<file path="config.mk">
export PLATFORM = sky130hd
export DESIGN_NAME = text_to_integer_parser
export DESIGN_NICKNAME = d
export VERILOG_FILES = /design/src/rtl/ttip_pkg.sv /design/src/rtl/text_to_integer_parser.sv
export SDC_FILE = /design/constraint.sdc
export NUM_CORES = 1
export LEC_CHECK = 0
export BUFFER_PORTS_ARGS = -buffer_cell sky130_fd_sc_hd__buf_2
export CAP_MARGIN = 10
export CORE_ASPECT_RATIO = 1.75
export CORE_UTILIZATION = 55
export CTS_CLUSTER_DIAMETER = 150
export DETAILED_ROUTE_END_ITERATION = 7
export GPL_TIMING_DRIVEN = 0
export PLACE_DENSITY = 0.76
export SYNTH_ARGS = -nofsm -noshare
export SYNTH_HDL_FRONTEND = slang
export SYNTH_SLANG_ARGS = --single-unit
</file>
<file path="constraint.sdc">
create_clock -name clk -period 8.5 [get_ports clk]
set_input_delay 1.7 -clock clk [delete_from_list [all_inputs] [get_ports clk]]
set_output_delay 1.7 -clock clk [all_outputs]
set_load 0.03 [all_outputs]
</file>
<file path="src/rtl/ttip_pkg.sv">
package ttip_pkg;

  // Width of the consumed-character counter; the count saturates at all ones
  localparam int unsigned OFFSET_BITS = 16;

  localparam int unsigned CH_BITS     = 8;
  localparam int unsigned RADIX_BITS  = 5;
  localparam int unsigned VALUE_BITS  = 32;
  localparam int unsigned OUT_OFS_BITS = 16;
  localparam int unsigned DIGIT_BITS  = 5;

  localparam logic [RADIX_BITS-1:0] RADIX_RESET = 5'd10;
  localparam logic [RADIX_BITS-1:0] BASE_AUTO   = 5'd0;
  localparam logic [RADIX_BITS-1:0] BASE_OCT    = 5'd8;
  localparam logic [RADIX_BITS-1:0] BASE_DEC    = 5'd10;
  localparam logic [RADIX_BITS-1:0] BASE_HEX    = 5'd16;

  // Character codes
  localparam logic [CH_BITS-1:0] CH_SPACE = 8'h20;
  localparam logic [CH_BITS-1:0] CH_TAB   = 8'h09;
  localparam logic [CH_BITS-1:0] CH_LF    = 8'h0a;
  localparam logic [CH_BITS-1:0] CH_VT    = 8'h0b;
  localparam logic [CH_BITS-1:0] CH_FF    = 8'h0c;
  localparam logic [CH_BITS-1:0] CH_CR    = 8'h0d;
  localparam logic [CH_BITS-1:0] CH_PLUS  = 8'h2b;
  localparam logic [CH_BITS-1:0] CH_MINUS = 8'h2d;
  localparam logic [CH_BITS-1:0] CH_ZERO  = 8'h30;
  localparam logic [CH_BITS-1:0] CH_NINE  = 8'h39;
  localparam logic [CH_BITS-1:0] CH_LO_A  = 8'h61;
  localparam logic [CH_BITS-1:0] CH_LO_F  = 8'h66;
  localparam logic [CH_BITS-1:0] CH_UP_A  = 8'h41;
  localparam logic [CH_BITS-1:0] CH_UP_F  = 8'h46;
  localparam logic [CH_BITS-1:0] CH_LO_X  = 8'h78;
  localparam logic [CH_BITS-1:0] CH_UP_X  = 8'h58;

  typedef enum logic [2:0] {
    PH_IDLE,
    PH_SPACE,
    PH_PRE,
    PH_ZERO,
    PH_DIGITS
  } phase_t;

  typedef struct packed {
    logic                  valid;
    logic [DIGIT_BITS-1:0] val;
  } digit_t;

  // Map a character to its hex digit value, if it is one
  function automatic digit_t digit_of(input logic [CH_BITS-1:0] c);
    digit_t d;
    d.valid = 1'b0;
    d.val   = '0;
    if (c >= CH_ZERO && c <= CH_NINE) begin
      d.valid = 1'b1;
      d.val   = DIGIT_BITS'(c - CH_ZERO);
    end else if (c >= CH_LO_A && c <= CH_LO_F) begin
      d.valid = 1'b1;
      d.val   = DIGIT_BITS'(c - CH_LO_A + 8'd10);
    end else if (c >= CH_UP_A && c <= CH_UP_F) begin
      d.valid = 1'b1;
      d.val   = DIGIT_BITS'(c - CH_UP_A + 8'd10);
    end
    return d;
  endfunction

  function automatic logic is_space(input logic [CH_BITS-1:0] c);
    return (c == CH_SPACE) || (c == CH_TAB) || (c == CH_LF) ||
           (c == CH_CR) || (c == CH_VT) || (c == CH_FF);
  endfunction

endpackage

</file>
<file path="src/rtl/text_to_integer_parser.sv">
// The output register loads the result on the edge at which the stop character transfers.
// Throughput: one character per cycle while the output is free; the next parse state and one
// 32x5 multiply-add are combinational. While a result waits unaccepted the input stalls; a
// result taken in the same cycle frees the output register for the next stop character.
// Reset (rst, synchronous): radix returns to 10, the parser goes idle, the output empties.
module text_to_integer_parser
  import ttip_pkg::*;
(
  input  logic                     clk,
  input  logic                     rst,
  input  logic                     radix_we,
  input  logic [RADIX_BITS-1:0]    radix,
  input  logic                     in_valid,
  output logic                     in_ready,
  input  logic [CH_BITS-1:0]       ch,
  input  logic                     first,
  output logic                     out_valid,
  input  logic                     out_ready,
  output logic signed [VALUE_BITS-1:0] value,
  output logic [OUT_OFS_BITS-1:0]  end_offset
);

  logic [RADIX_BITS-1:0]  radix_reg;
  phase_t                 phase, phase_next;
  logic                   negative, negative_next;
  logic [VALUE_BITS-1:0]  acc, acc_next;
  logic [RADIX_BITS-1:0]  base, base_next;
  logic [OFFSET_BITS-1:0] consumed, consumed_next;
  logic                   emit;
  logic                   take;

  assign in_ready = !out_valid || out_ready;
  assign take     = in_valid && in_ready;

  // Next parse state for the incoming character
  always_comb begin
    phase_t                 ph;
    logic                   neg;
    logic [VALUE_BITS-1:0]  a;
    logic [RADIX_BITS-1:0]  b;
    logic [OFFSET_BITS-1:0] cnt;
    logic                   do_pre;
    logic                   do_dig;
    logic                   bump;
    digit_t                 d;
    logic [VALUE_BITS+RADIX_BITS-1:0] prod;

    ph     = phase;
    neg    = negative;
    a      = acc;
    b      = base;
    cnt    = consumed;
    do_pre = 1'b0;
    do_dig = 1'b0;
    bump   = 1'b0;
    emit   = 1'b0;
    d      = digit_of(ch);
    prod   = '0;

    // A first-marked character restarts the string
    if (first) begin
      ph  = PH_SPACE;
      neg = 1'b0;
      a   = '0;
      b   = radix_reg;
      cnt = '0;
    end

    phase_next = ph;
    unique case (ph)
      PH_SPACE: begin
        if (is_space(ch)) begin
          bump = 1'b1;
        end else if (ch == CH_MINUS || ch == CH_PLUS) begin
          neg        = (ch == CH_MINUS);
          bump       = 1'b1;
          phase_next = PH_PRE;
        end else begin
          do_pre = 1'b1;
        end
      end
      PH_PRE:    do_pre = 1'b1;
      PH_ZERO: begin
        if (ch == CH_LO_X || ch == CH_UP_X) begin
          b          = BASE_HEX;
          a          = '0;
          bump       = 1'b1;
          phase_next = PH_DIGITS;
        end else begin
          do_dig = 1'b1;
        end
      end
      PH_DIGITS: do_dig = 1'b1;
      default:   phase_next = PH_IDLE;
    endcase

    // Prefix handling: leading zero in auto or hex base
    if (do_pre) begin
      if ((b == BASE_AUTO || b == BASE_HEX) && ch == CH_ZERO) begin
        if (b == BASE_AUTO) begin
          b = BASE_OCT;
        end
        a          = '0;
        bump       = 1'b1;
        phase_next = PH_ZERO;
      end else begin
        if (b == BASE_AUTO) begin
          b = BASE_DEC;
        end
        do_dig = 1'b1;
      end
    end

    // Accumulate a digit below the base, else stop
    if (do_dig) begin
      if (d.valid && d.val < b) begin
        prod       = VALUE_BITS'(a) * b + (VALUE_BITS+RADIX_BITS)'(d.val);
        a          = prod[VALUE_BITS-1:0];
        bump       = 1'b1;
        phase_next = PH_DIGITS;
      end else begin
        emit       = 1'b1;
        phase_next = PH_IDLE;
      end
    end

    // Saturating character count
    if (bump && cnt != '1) begin
      cnt = cnt + 1'b1;
    end

    negative_next = neg;
    acc_next      = a;
    base_next     = b;
    consumed_next = cnt;
  end

  // Hold radix, advance parse state on each transfer
  always_ff @(posedge clk) begin
    if (rst) begin
      radix_reg <= RADIX_RESET;
      phase     <= PH_IDLE;
      negative  <= 1'b0;
      acc       <= '0;
      base      <= '0;
      consumed  <= '0;
    end else begin
      if (radix_we) begin
        radix_reg <= radix;
      end
      if (take) begin
        phase    <= phase_next;
        negative <= negative_next;
        acc      <= acc_next;
        base     <= base_next;
        consumed <= consumed_next;
      end
    end
  end

  // Output register: load on a stopping transfer, drop when taken
  always_ff @(posedge clk) begin
    if (rst) begin
      out_valid <= 1'b0;
    end else if (take && emit) begin
      out_valid <= 1'b1;
    end else if (out_ready) begin
      out_valid <= 1'b0;
    end
  end

  always_ff @(posedge clk) begin
    if (take && emit) begin
      value      <= negative_next ? -$signed(acc_next) : $signed(acc_next);
      end_offset <= OUT_OFS_BITS'(consumed_next);
    end
  end

endmodule

</file>
==> results.md, run 1 <==
* Status: finished, violations left
* Violated checks: design-rule violations
* Gr usage total at 37.5%
* DIE AREA at 21400 µm²
* Ys Warns at 0
* Latest clock arrival within the worst-skew pair at 370 ps
* Largest net degree at the start of global routing at 37
* DRC Markers at 22
* Final Max Slew Viols at 0
* Tot Pwr at 1.49 mW
* Leakage Power at 6.37 nW
* # hold bufs at CTS at 0
* Max cap viols at 0
* Syn nets at 1563
* Top flop regs: acc (32), value (32)
* Setup CP Type: input pin to flop
* Hold Crit Class: flop to flop
* TritonCTS clock tree: yes
* Htree depth at 3
* Worst path top cell family by delay: compound AO/OA/AOI/OAI gates
* DP HPWL at 29.2 mm
* Yosys reg bits at 111
* Worst hold path stage count at 2
* Drt pass-1 iters at 8
* DR iter-0 viols at 1167
* Seq/Total Area, Yosys at 23.6%
* Fin area at 13900 µm²
* Critical path buffers and inverters at 7
* WL/cell at 22.2 µm
* Top FF cell, synth: dfxtp_1
* Routed Antenna Nets at 0
* VDD IR max at 104 µV
* IO Pins at 69
* Worst path slowest cell: fa_1
* NumNets Final at 1708
* Mapped Area at 11400 µm²
* Worst path max stage delay at 550 ps
* Clk_skew at 10.9 ps
* Measured slew at the worst slew-check pin at 1170 ps
* Most frequent cells in the layout: inv_1, nor2_1, nand2_1
* Critical path depth at 29
* Headroom to the max-slew limit at 22.3%
* Num rows at 69
* Avg Synthesized Cell Area at 8.25 µm²
* # diodes at 0
* Crit-path max FO at 10
* Number of distinct library cells after synthesis at 83
* CTS buffer count at 9
* Die H at 193 µm
* R2R depth at 26
* Gpl congestion at 0.978
* Commonest non-fill, non-tap cell in the layout: inv_1
* Core Region at 20400 µm²
* Fmax at 0.118 GHz
* Hold Fails Final Rpt at 0
* Initial antenna violation count at 0
* Clock buffer depth at 2
* Post-Synthesis Cells at 1385
* Die X at 111 µm
* Area growth from synthesis to layout at 21.5%
* WL final at 39.6 mm
* Initial Util at 56.1%
* Clock sink count at 111
* Layout cell share with drive strength beyond 1 at 21.3%
* CP Capture Type: flop
* CP startpoint kind: input pin
* Crit share post-route at 99.3%
* PwrDens at 107 nW/µm²
* EDFF count, synth at 48
* Worst Path Arrival at 8550 ps
* Global-route wire length before repair at 60.3 mm
* Critical Path RT at 8610 ps
* Vias per cell at 6.24
* Global route overflow at 0
* Layout Utilization at 68.1%
* Port buffer count at 66
* Vias at 11100
* Area after DPL at 12200 µm²
* Final setup vio count at 0
* Number of global-route vias before repair at 11200
* Clock slew at reported path FFs at 80 ps
* Crit path time final at 8440 ps
* Root buffer cell: clkbuf_16
* Async SR Flop Fraction at 0%
## metal layers
metal,track usage [%],part of all wire [%],vias to the layer above
met5,0,0,-
met4,30.8,8.6,0
met3,7.26,7.1,209
met2,65.8,50,589
met1,39.1,34,5297
li1,-,-,5024
## worst register-to-register path: cells and delay by family (launching register included)
| kind | cells | cell delay, ps |
|---|---|---|
| AOI/OAI and AO/OA | 9 | 2180 |
| xor gates and xnor gates | 1 | 110 |
| and+or+nand+nor | 7 | 1740 |
| adders and majority gates | 4 | 1860 |
| buffers and inverters | 5 | 720 |
| DFF | 1 | 500 |
## logic make-up (layout without fill, tap and decap cells)
family | count (synthesis) | after routing | synth area share, %
compound gates | 272 | 272 | 15.6
xor+xnor | 78 | 78 | 5.98
fa+ha+maj | 159 | 159 | 23.1
flops | 111 | 111 | 23.6
buf+inv | 231 | 381 | 7.75
simple gates | 519 | 519 | 22.5
mux | 15 | 15 | 1.37
## area by class of cell
type | instances | area, µm²
Clock inverter | 5 | 47.5
Fill cell | 1615 | 6490
Tap cell | 248 | 310
Clock buffer | 11 | 253
Buffer | 63 | 399
Multi-Input combinational cell | 1043 | 8610
Inverter | 161 | 611
Timing Repair Buffer | 141 | 952
Sequential cell | 111 | 2700
## power breakdown
group          internal (mW)  total (mW)  switching (mW)
Sequential             0.587       0.611          0.0238
Clock                  0.223       0.447           0.224
Combinational          0.146       0.430           0.284
Total                  0.955        1.49           0.532
## per-stage QoR
stage          instances  setup WS, ps  hold WS, ps  setup TNS (ps)
5_1_grt             1783          -125          496            -422
2_1_floorplan       1385          1.46          437               0
6_report            1783          58.9          472               0
4_1_cts             1753          6.68          466               0
3_5_place_dp        1700         -2480          455          -69530
3_3_place_gp        1699         -2520          449          -66850
## cell usage after synthesis, drive strengths merged (28+ instances only)
cell type	instances	area, µm²
fa	87	1740
ha	72	901
o21ai	61	309
nand3	31	160
nor2	174	653
dfxtp	63	1260
a21oi	82	425
xnor2	37	324
inv	161	604
nand2	110	420
and3	94	593
clkbuf	56	210
edfxtp	48	1440
xor2	41	359
nor3	28	151
## final timing paths
check / from / end / slack (ps)
max: ch[1] / value[31]$_DFFE_PP_ / 60
min: negative$_SDFFE_PP0P_ / negative$_SDFFE_PP0P_ / 470
max reg2reg: phase[0]$_SDFFE_PP0P_ / value[31]$_DFFE_PP_ / 1130
min reg2reg: negative$_SDFFE_PP0P_ / negative$_SDFFE_PP0P_ / 470
## timing repair
item | in CTS | in global routing
pin swaps | 30 | 59
setup endpoints to repair | 55 | 16
gates cloned | 0 | 1
setup buffers | 42 | 32
resized for setup | 128 | 92
Power figures use the tool's default switching activity.
==> run 2, diff against run 1 <==
Settings changed: PLACE_DENSITY 0.76 to 0.82.
Clock period 8.5 ns to 10.4 ns, I/O delays scaled along.
==> results.md, run 2 (synthesis gave the netlist of run 1 again) <==
* Fmax at 0.0983 GHz
* Root buffer cell: clkbuf_16 (unchanged)
* Headroom to the max-slew limit at 26.0% (was 22.3%)
* Core Region at 20400 µm² (unchanged)
* Num rows at 69 (unchanged)
* Pre-CTS WS at -1830 ps (was -2480 ps)
* Min Hold Slack at 465 ps (was 472 ps)
* Die H at 193 µm (unchanged)
* Layout cell share with drive strength beyond 1 at 10.1% (was 21.3%)
* NumNets Final at 1640 (was 1708)
* Drt pass-1 iters at 8 (unchanged)
* IO Pins at 69 (unchanged)
* WL final at 37.2 mm (was 39.6 mm)
* CTS buffer count at 9 (unchanged)
* Top flop regs: acc (32), value (32) (unchanged)
* Clock slew at reported path FFs at 80 ps (about the same)
* Number of global-route vias before repair at 11000 (was 11200)
* Area after DPL at 12100 µm² (was 12200 µm²)
* Layout Utilization at 61.6% (was 68.1%)
* Final Max Slew Viols at 0 (unchanged)
* Port buffer count at 66 (unchanged)
* R2R Setup Slk at 1690 ps (was 1130 ps)
* CP startpoint kind: input pin (unchanged)
* Die X at 111 µm (unchanged)
* Final setup vio count at 0 (unchanged)
* Leakage Power at 5.88 nW (was 6.37 nW)
* Hold Crit Class: flop to flop (unchanged)
* Vias per cell at 6.35 (was 6.24)
* Setup CP Type: input pin to flop (unchanged)
* Latest clock arrival within the worst-skew pair at 370 ps (about the same)
* Global-route wire length before repair at 57.6 mm (was 60.3 mm)
* Worst Setup Slack, final at 230 ps (was 58.9 ps)
* Setup TNS at 0 ps (unchanged)
* PwrDens at 93.1 nW/µm² (was 107 nW/µm²)
* Critical Path RT at 10520 ps (was 8610 ps)
* Clock buffer depth at 2 (unchanged)
* Largest net degree at the start of global routing at 39 (was 37)
* Crit path time final at 10170 ps
* Most frequent cells in the layout: nor2_1, inv_1, nand2_1 (was inv_1, nor2_1, nand2_1)
* DR iter-0 viols at 1293 (was 1167)
* CP Capture Type: flop (unchanged)
* Status: finished, violations left (unchanged)
* Htree depth at 3 (unchanged)
* Finished Layout Cells at 1715 (was 1783)
* Max cap viols at 0 (unchanged)
* Initial Util at 56.1% (unchanged)
* Area growth from synthesis to layout at 9.76% (was 21.5%)
* Vias at 10900 (was 11100)
* Crit share post-route at 97.8%
* DRC Markers at 16 (was 22)
* DIE AREA at 21400 µm² (unchanged)
* Routed Antenna Nets at 0 (unchanged)
* Clock sink count at 111 (unchanged)
* Fin area at 12500 µm² (was 13900 µm²)
* Worst Path Arrival at 10290 ps (was 8550 ps)
* Initial antenna violation count at 0 (unchanged)
* TritonCTS clock tree: yes (unchanged)
* Clk_skew at 14.6 ps (was 10.9 ps)
* Hold Fails Final Rpt at 0 (unchanged)
* # diodes at 0 (unchanged)
* WL/cell at 21.7 µm (was 22.2 µm)
* DP HPWL at 29.2 mm (about the same)
* VDD IR max at 70.7 µV (was 104 µV)
* Violated checks: design-rule violations (unchanged)
* Commonest non-fill, non-tap cell in the layout: nor2_1 (was inv_1)
* Measured slew at the worst slew-check pin at 1100 ps (was 1170 ps)
* Inst Count DP at 1700 (unchanged)
* Crit-path max FO at 10 (unchanged)
* Tot Pwr at 1.17 mW (was 1.49 mW)
* Gr usage total at 35.4% (was 37.5%)
* Global route overflow at 0 (unchanged)
* Gpl congestion at 0.976 (was 0.978)
## run 2: cell count changes in the layout (fill, tap and decap cells not counted), moves of 6 or more
cell and delta:
a21oi_1 +8, buf_2 +6, clkbuf_1 +11, buf_4 -73, ha_1 +20, ha_4 -15
o21ai_0 +8, clkbuf_8 -6, nor2_2 -17, nor2_1 +18, a21oi_4 -6
## run 2: layout make-up
type / count / area [µm²]
Multi-Input combinational cell: 1043 / 7960
Fill cell: 1782 / 7830
Sequential cell: 111 / 2700
Inverter: 161 / 604
Timing Repair Buffer: 68 / 358
Tap cell: 248 / 310
Buffer: 68 / 294
Clock buffer: 9 / 225
Clock inverter: 7 / 90.1
## run 2: report_power, final
| part | total [mW] | internal [mW] | switching [mW] |
|---|---|---|---|
| clock network | 0.377 | 0.193 | 0.184 |
| logic | 0.292 | 0.0818 | 0.210 |
| registers | 0.500 | 0.480 | 0.0200 |
## run 2: final timing paths
kind                          from                     to  cells past startpoint
max                          first    value[30]$_DFFE_PP_                     28
min          negative$_SDFFE_PP0P_  negative$_SDFFE_PP0P_                      2
max reg2reg  phase[2]$_SDFFE_PP0P_    value[30]$_DFFE_PP_                     27
min reg2reg  negative$_SDFFE_PP0P_  negative$_SDFFE_PP0P_                      2
## run 2: worst max-delay path, stage by stage
cell      delay [ps]
buf_2            160
buf_2            280
mux2i_1          530
a21boi_1         220
o21ai_4          160
and2_2           280
buf_2            260
clkbuf_4         300
clkbuf_4         280
clkbuf_2         280
clkbuf_4         290
nand3_1          220
fa_1             580
fa_1             460
fa_1             550
inv_1             40
ha_1             260
a211oi_4         350
o31ai_4          160
a311oi_1         310
o21bai_1         290
nor4b_1          390
nand4_1          170
a22oi_1          380
and4_1           410
and3_1           270
a31oi_1          110
xor2_1           200
## run 2: timing repair
item	4_1_cts	5_1_grt
gates resized for setup	18	27
setup endpoints to repair	33	15
hold buffers	0	0
cloned	0	0
setup buffers	0	1
pin swaps	0	4
## run 2: metal layers
layer	share of wire, %	GRT usage [%]	routed length [µm]
met1	33	36.2	12400
met2	49	61.9	18300
met3	7.9	6.12	2950
met4	9.8	32.6	3640
met5	0	0	0
